`src/hdl/lpc_div.sv`:
```
module lpc_div #(
    parameter int QW = 10
) (
    input  logic          clk,
    input  logic          en,
    input  logic [63:0]   num,
    input  logic [63:0]   den,
    output logic [QW-1:0] quo,
    output logic          ovf
);

    localparam int RW = 64 + QW;

    logic [RW-1:0] rem_reg [QW];
    logic [63:0]   den_reg [QW];
    logic [QW-1:0] q_reg   [QW+1];
    logic          ovf_reg [QW+1];

    always_ff @(posedge clk)
    begin
        if (en)
        begin
            rem_reg[0] <= RW'(num);
            den_reg[0] <= den;
            q_reg[0]   <= '0;
            ovf_reg[0] <= RW'(num) >= (RW'(den) << QW);
        end
    end

    for (genvar s = 1; s <= QW; s++)
    begin : g_stage
        logic [RW-1:0] sub;
        logic          ge;

        assign sub = RW'(den_reg[s-1]) << (QW - s);
        assign ge  = rem_reg[s-1] >= sub;

        always_ff @(posedge clk)
        begin
            if (en)
            begin
                q_reg[s]   <= q_reg[s-1] | (QW'(ge) << (QW - s));
                ovf_reg[s] <= ovf_reg[s-1];
            end
        end

        if (s < QW)
        begin : g_carry
            always_ff @(posedge clk)
            begin
                if (en)
                begin
                    rem_reg[s] <= ge ? rem_reg[s-1] - sub : rem_reg[s-1];
                    den_reg[s] <= den_reg[s-1];
                end
            end
        end
    end

    assign quo = q_reg[QW];
    assign ovf = ovf_reg[QW];

endmodule

```
`config.mk`:
```
export PLATFORM = sky130hd
export DESIGN_NAME = lpc_div
export DESIGN_NICKNAME = d
export VERILOG_FILES = /design/src/hdl/lpc_div.sv
export SDC_FILE = /design/constraint.sdc
export NUM_CORES = 2
export LEC_CHECK = 0
export BUFFER_PORTS_ARGS = -buffer_cell sky130_fd_sc_hd__buf_2
export CAP_MARGIN = 15
export CORE_MARGIN = 1.5
export CORE_UTILIZATION = 35
export DETAILED_ROUTE_END_ITERATION = 8
export MAX_ROUTING_LAYER = met4
export PLACE_DENSITY_LB_ADDON = 0.1
export SKIP_CTS_REPAIR_TIMING = 1
export SLEW_MARGIN = 15
export SYNTH_ARGS = -nofsm -noshare
export SYNTH_HDL_FRONTEND = slang
export SYNTH_SLANG_ARGS = --single-unit
```
`constraint.sdc`:
```
create_clock -name clk -period 4.5 [get_ports clk]
set_clock_uncertainty 0.1 [all_clocks]
set_input_delay 0.225 -clock clk [delete_from_list [all_inputs] [get_ports clk]]
set_output_delay 0.225 -clock clk [all_outputs]
set_load 0.02 [all_outputs]
```
### Yosys cells after proc, flatten, opt, wreduce, memory -nomap -nowiden

Memory sizes are Yosys's and may differ from the RTL's.
Index checks and enable logic that the tools add are counted.

| storage, ports and cells | value |
|---|---|
| flip-flop bits (word level) | 0 |
| input bits | 130 |
| memories kept | 4 |
| logic and storage cells | 45 |
| memory bits (writable) | 1501 |
| output and inout bits | 11 |

Memories:

| name | depth | bits a word | read ports | clocked after memory_dff | write ports | RTL line | source |
|---|---|---|---|---|---|---|---|
| rem_reg | 10 | 74 | 10 | 0 | 10 | 14 | `logic [RW-1:0] rem_reg [QW];` |
| den_reg | 10 | 64 | 10 | 0 | 10 | 15 | `logic [63:0] den_reg [QW];` |
| q_reg | 11 | 10 | 11 | 0 | 11 | 16 | `logic [QW-1:0] q_reg [QW+1];` |
| ovf_reg | 11 | 1 | 11 | 0 | 11 | 17 | `logic ovf_reg [QW+1];` |

| operators by class | value |
|---|---|
| multiplexer cells | 11 |
| $add $sub $neg | 9 |
| bitwise gates (word level) | 10 |
| $lt $le $gt $ge | 11 |

Operators with widths:

| kind | number |
|---|---|
| 2-to-1 mux 74 bit | 9 |
| greater-or-equal comparator 64 x 74 -> 1 bit | 1 |
| greater-or-equal comparator 74 x 64 -> 1 bit | 1 |
| greater-or-equal comparator 74 x 65 -> 1 bit | 1 |
| greater-or-equal comparator 74 x 66 -> 1 bit | 1 |
| greater-or-equal comparator 74 x 67 -> 1 bit | 1 |
| greater-or-equal comparator 74 x 68 -> 1 bit | 1 |
| greater-or-equal comparator 74 x 69 -> 1 bit | 1 |
| greater-or-equal comparator 74 x 70 -> 1 bit | 1 |
| greater-or-equal comparator 74 x 71 -> 1 bit | 1 |
| greater-or-equal comparator 74 x 72 -> 1 bit | 1 |
| greater-or-equal comparator 74 x 73 -> 1 bit | 1 |
| subtractor 74 x 65 -> 74 bit | 1 |
| subtractor 74 x 66 -> 74 bit | 1 |
| subtractor 74 x 67 -> 74 bit | 1 |
| subtractor 74 x 68 -> 74 bit | 1 |
| subtractor 74 x 69 -> 74 bit | 1 |
| subtractor 74 x 70 -> 74 bit | 1 |
| subtractor 74 x 71 -> 74 bit | 1 |
| subtractor 74 x 72 -> 74 bit | 1 |
| subtractor 74 x 73 -> 74 bit | 1 |
| OR 10 x 1 -> 10 bit | 1 |
| OR 10 bit | 1 |
| OR 10 x 2 -> 10 bit | 1 |
| 8 further kinds | 9 |

### Depth between registers and ports, before layout

An unclocked memory read counts as a cell.

| depth | value |
|---|---|
| depth in word-level cells | 3 |
| depth in mapped cells | 17 |
| gate-level depth less buffers | 15 |

### Worst setup path before layout

Ideal clock, no wire load.

| timing path | value |
|---|---|
| kind | register -> register |
| start | mem rem_reg[5][4] (netlist bit) |
| end | mem rem_reg[6][49] (netlist bit), data pin |
| setup slack | 772 ps |
| library setup time | 253 ps |
| path buffers | 2 |
| arrival time | 3375 ps |
| stages on the path, launching flop included | 18 |
| cell sequence | edfxtp_1 -> inv_1 -> ha_1 -> inv_1 -> fa_1 -> a211oi_1 -> o211ai_1 -> a21oi_2 -> o41ai_1 -> a311o_1 -> a31o_1 -> a21o_1 -> a31oi_4 -> inv_2 -> buf_6 -> buf_2 -> nor2_1 -> nor2_1 |

RTL lines:

| what | RTL line |
|---|---|
| start, declared | 14 |

==> summary.md <==
| Metric | Value |
|---|---|
| Inserted Clock Buffers | 175 |
| Final min period | 4370 ps |
| R2R cell count | 11 |
| Die width | 507 um |
| Worst hold endpoint | rem_reg[0][50] |
| Pins Over Slew Limit | 0 |
| Number of synthesized flops with an enable pin | 1,436 |
| Status | completed |
| Hold/Removal Path Class | in2reg |
| Syn Nets | 9,485 |
| Mapped Cells | 8,661 |
| Period Utilization, post-route | 0.971 |
| Critical-path cell list | ha_1 > nand2_1 > or4_1 > or4_4 > or4_4 > nand3_1 > nor2_1 > a21oi_4 > buf_12 > buf_12 > mux2_2 |
| DRC violations left | 0 |
| Req. time, crit path | 4990 ps |
| Post-DR vias/cell | 5.04 |
| Nets@finish | 10,200 |
| Share of cells above drive strength 1 | 0.117 |
| Worst slack, placed | -557 ps |
| Row cnt | 184 |
| Io pins | 141 |
| Leakage | 43.5 nW |
| Max cap viols | 0 |
| Initial Util | 0.353 |
| Worst Setup Path Type | reg2reg |
| Die height | 507 um |
| Grt total ovfl | 0 |
| Reg2Reg Setup Slack | 130 ps |
| Initial antenna violation count | 3 |
| Count of different cell masters after synthesis | 99 |
| Die Area | 257,000 sq um |
| Worst-Margin Slew | 820 ps |
| H-Tree Depth | 4 |
| Post-synthesis register bit count | 1,436 |
| Cell area power density | 579 nW/um^2 |
| Clk_lat worst skew | 850 ps |
| Post-DRT Antenna Nets | 0 |
| Via count | 64,800 |
| Multi-input logic area | 41,300 sq um |
| Area grow syn2layout | 17.9% |
| WHS | 23.7 ps |
| Fin. Hold Viols | 0 |
| Area leader, netlist | edfxtp_1 |
| Pre-Repair DR Iteration Count | 5 |
| Synth top area cells | edfxtp_1, ha_1, a21oi_1, inv_1, a21o_1 |
| Number of flip-flops in the largest register | 730 |
| Vias in the first global route | 65,800 |
| Slowest cell on crit path | or4_4 |
| Dominant synthesized flop cell | edfxtp_1 |
| Crit path depth | 11 |
| Worst vdd ir | 0.381 mV |
| Register area share after synthesis | 0.485 |
| Startpoint types | register |
| Critical path's top delay family | simple AND/OR/NAND/NOR gates |
| Wire per inst | 19.4 um |
| Final Setup Violations | 0 |
| Area share of the largest cell type after synthesis | 0.485 |
| Worst Setup End Kind | register |
| Peak Freq | 229 MHz |
| Commonest cells in the netlist | edfxtp_1, a21oi_1, inv_1, nor2_1, ha_1 |
| Hold path depth | 2 |
| RSZ-0062 raised after global routing | false |
| Worst-path clk slew | 60 ps |
| Post-DP HPWL | 201,000 um |
| Power Total | 60.7 mW |
| Final worst slack | 130 ps |
| Clock Tree Buf Depth | 3 |
| GPL Wtd Cong | 0.953 |
| Mean area per synthesized cell | 10.3 sq um |
| FF/Latch Area | 43,100 sq um |
| HP Start | num[50] |
| Filler Cell Count | 24,500 |
| Initial DRC count | 3,967 |
| Largest net degree at the start of global routing | 116 |
| Arrival time at the worst endpoint | 4860 ps |
| Crit path buffers/inverters | 2 |
| Top-count cell post-synth | edfxtp_1 |
| CTS tree | built |
| Port bufs | 140 |
| Cell Area, Synth | 88,900 sq um |
| Post-Route WL | 250,000 um |
| Fin Setup TNS | 0 ps |
| Total GRT Usage | 0.195 |
| FFs w/ async S/R, synth | 0 |
| RR Endpoint | rem_reg[1][15] |
| CTS root buffer | clkbuf_16 |
| Clock sinks | 1,436 |
| CP peak stage delay | 670 ps |
| First-pass GRT wire length | 380,000 um |
| Max FO, Critical Path | 19 |
| Core ar. | 252,000 sq um |
| Slew margin rel. | 0.453 |
| Yosys warning total | 0 |
| RR Startpoint | rem_reg[0][45] |
==> cell families (layout without fill, tap and decap cells) <==
family                     count (synthesis)  in the layout  share of synthesized area
DFF                                     1436           1436                      0.485
AOI/OAI and AO/OA                       2535           2535                      0.177
muxes                                    146            146                     0.0197
xor gates and xnor gates                 569            569                     0.0560
buffers and inverters                   1190           2031                     0.0529
and+or+nand+nor                         2091           2091                      0.111
other                                      0             14                          0
adders and majority gates                694            694                     0.0984
==> stage by stage <==
stage | util | instances | cell area (sq um)
after floorplan | - | 8661 | 88900
final | 0.416 | 12900 | 105000
after global routing | 0.416 | 12900 | 105000
after detailed placement | 0.382 | 12300 | 96300
after CTS | 0.406 | 12600 | 102000
after global placement | 0.382 | 12300 | 96300
==> power breakdown <==
part / internal, mW / switching, mW
logic: 11.1 / 14.6
registers: 18.7 / 1.85
clock network: 8.56 / 5.87
==> metal layers <==
layer,share of wire,vias to the layer above,GRT usage
met5,0,-,-
met4,0.051,0,0.0921
met3,0.024,432,0.0213
met2,0.46,1020,0.318
met1,0.46,30300,0.243
li1,-,33100,-
==> layout by cell type (no fill, tap or decap), types with 43 or more instances in the layout <==
cell,netlist,final
dlygate4sd3_1,0,251
edfxtp_1,1436,1436
clkbuf_16,0,176
nand2b_1,53,53
mux2_2,104,104
o31ai_1,50,48
xor2_1,231,231
o21bai_1,109,109
inv_1,854,854
a31oi_1,68,67
o21a_1,72,72
buf_2,71,140
a21oi_1,1041,1039
buf_4,7,435
o21ai_0,413,412
a21o_1,409,409
o211ai_1,45,45
a211oi_1,46,43
nor2b_1,72,72
nor3_1,107,106
nor2_1,707,707
nand2_1,523,523
and3_1,59,59
nand3_1,138,138
ha_1,685,684
xnor2_1,338,338
nand4_1,201,201
==> area by class of cell <==
type | instances | share of cell area
clock inverters | 120 | 0.0140
multi-input cells | 6035 | 0.394
clock buffers | 199 | 0.0428
diodes | 14 | 0.000334
flip-flops and latches | 1436 | 0.411
repair buffers | 856 | 0.0675
well taps | 3348 | 0.0399
inverters | 856 | 0.0306
==> how the worst max path moves through the flow <==
stage / endpoint / from
floorplan: rem_reg[6][49] / rem_reg[5][4]
finish: rem_reg[1][15] / rem_reg[0][45]
global route: rem_reg[3][61] / rem_reg[2][7]
CTS: rem_reg[1][17] / rem_reg[0][45]
global placement: rem_reg[1][17] / rem_reg[0][44]
detailed placement: rem_reg[1][17] / rem_reg[0][45]
Power figures use the tool's default switching activity.
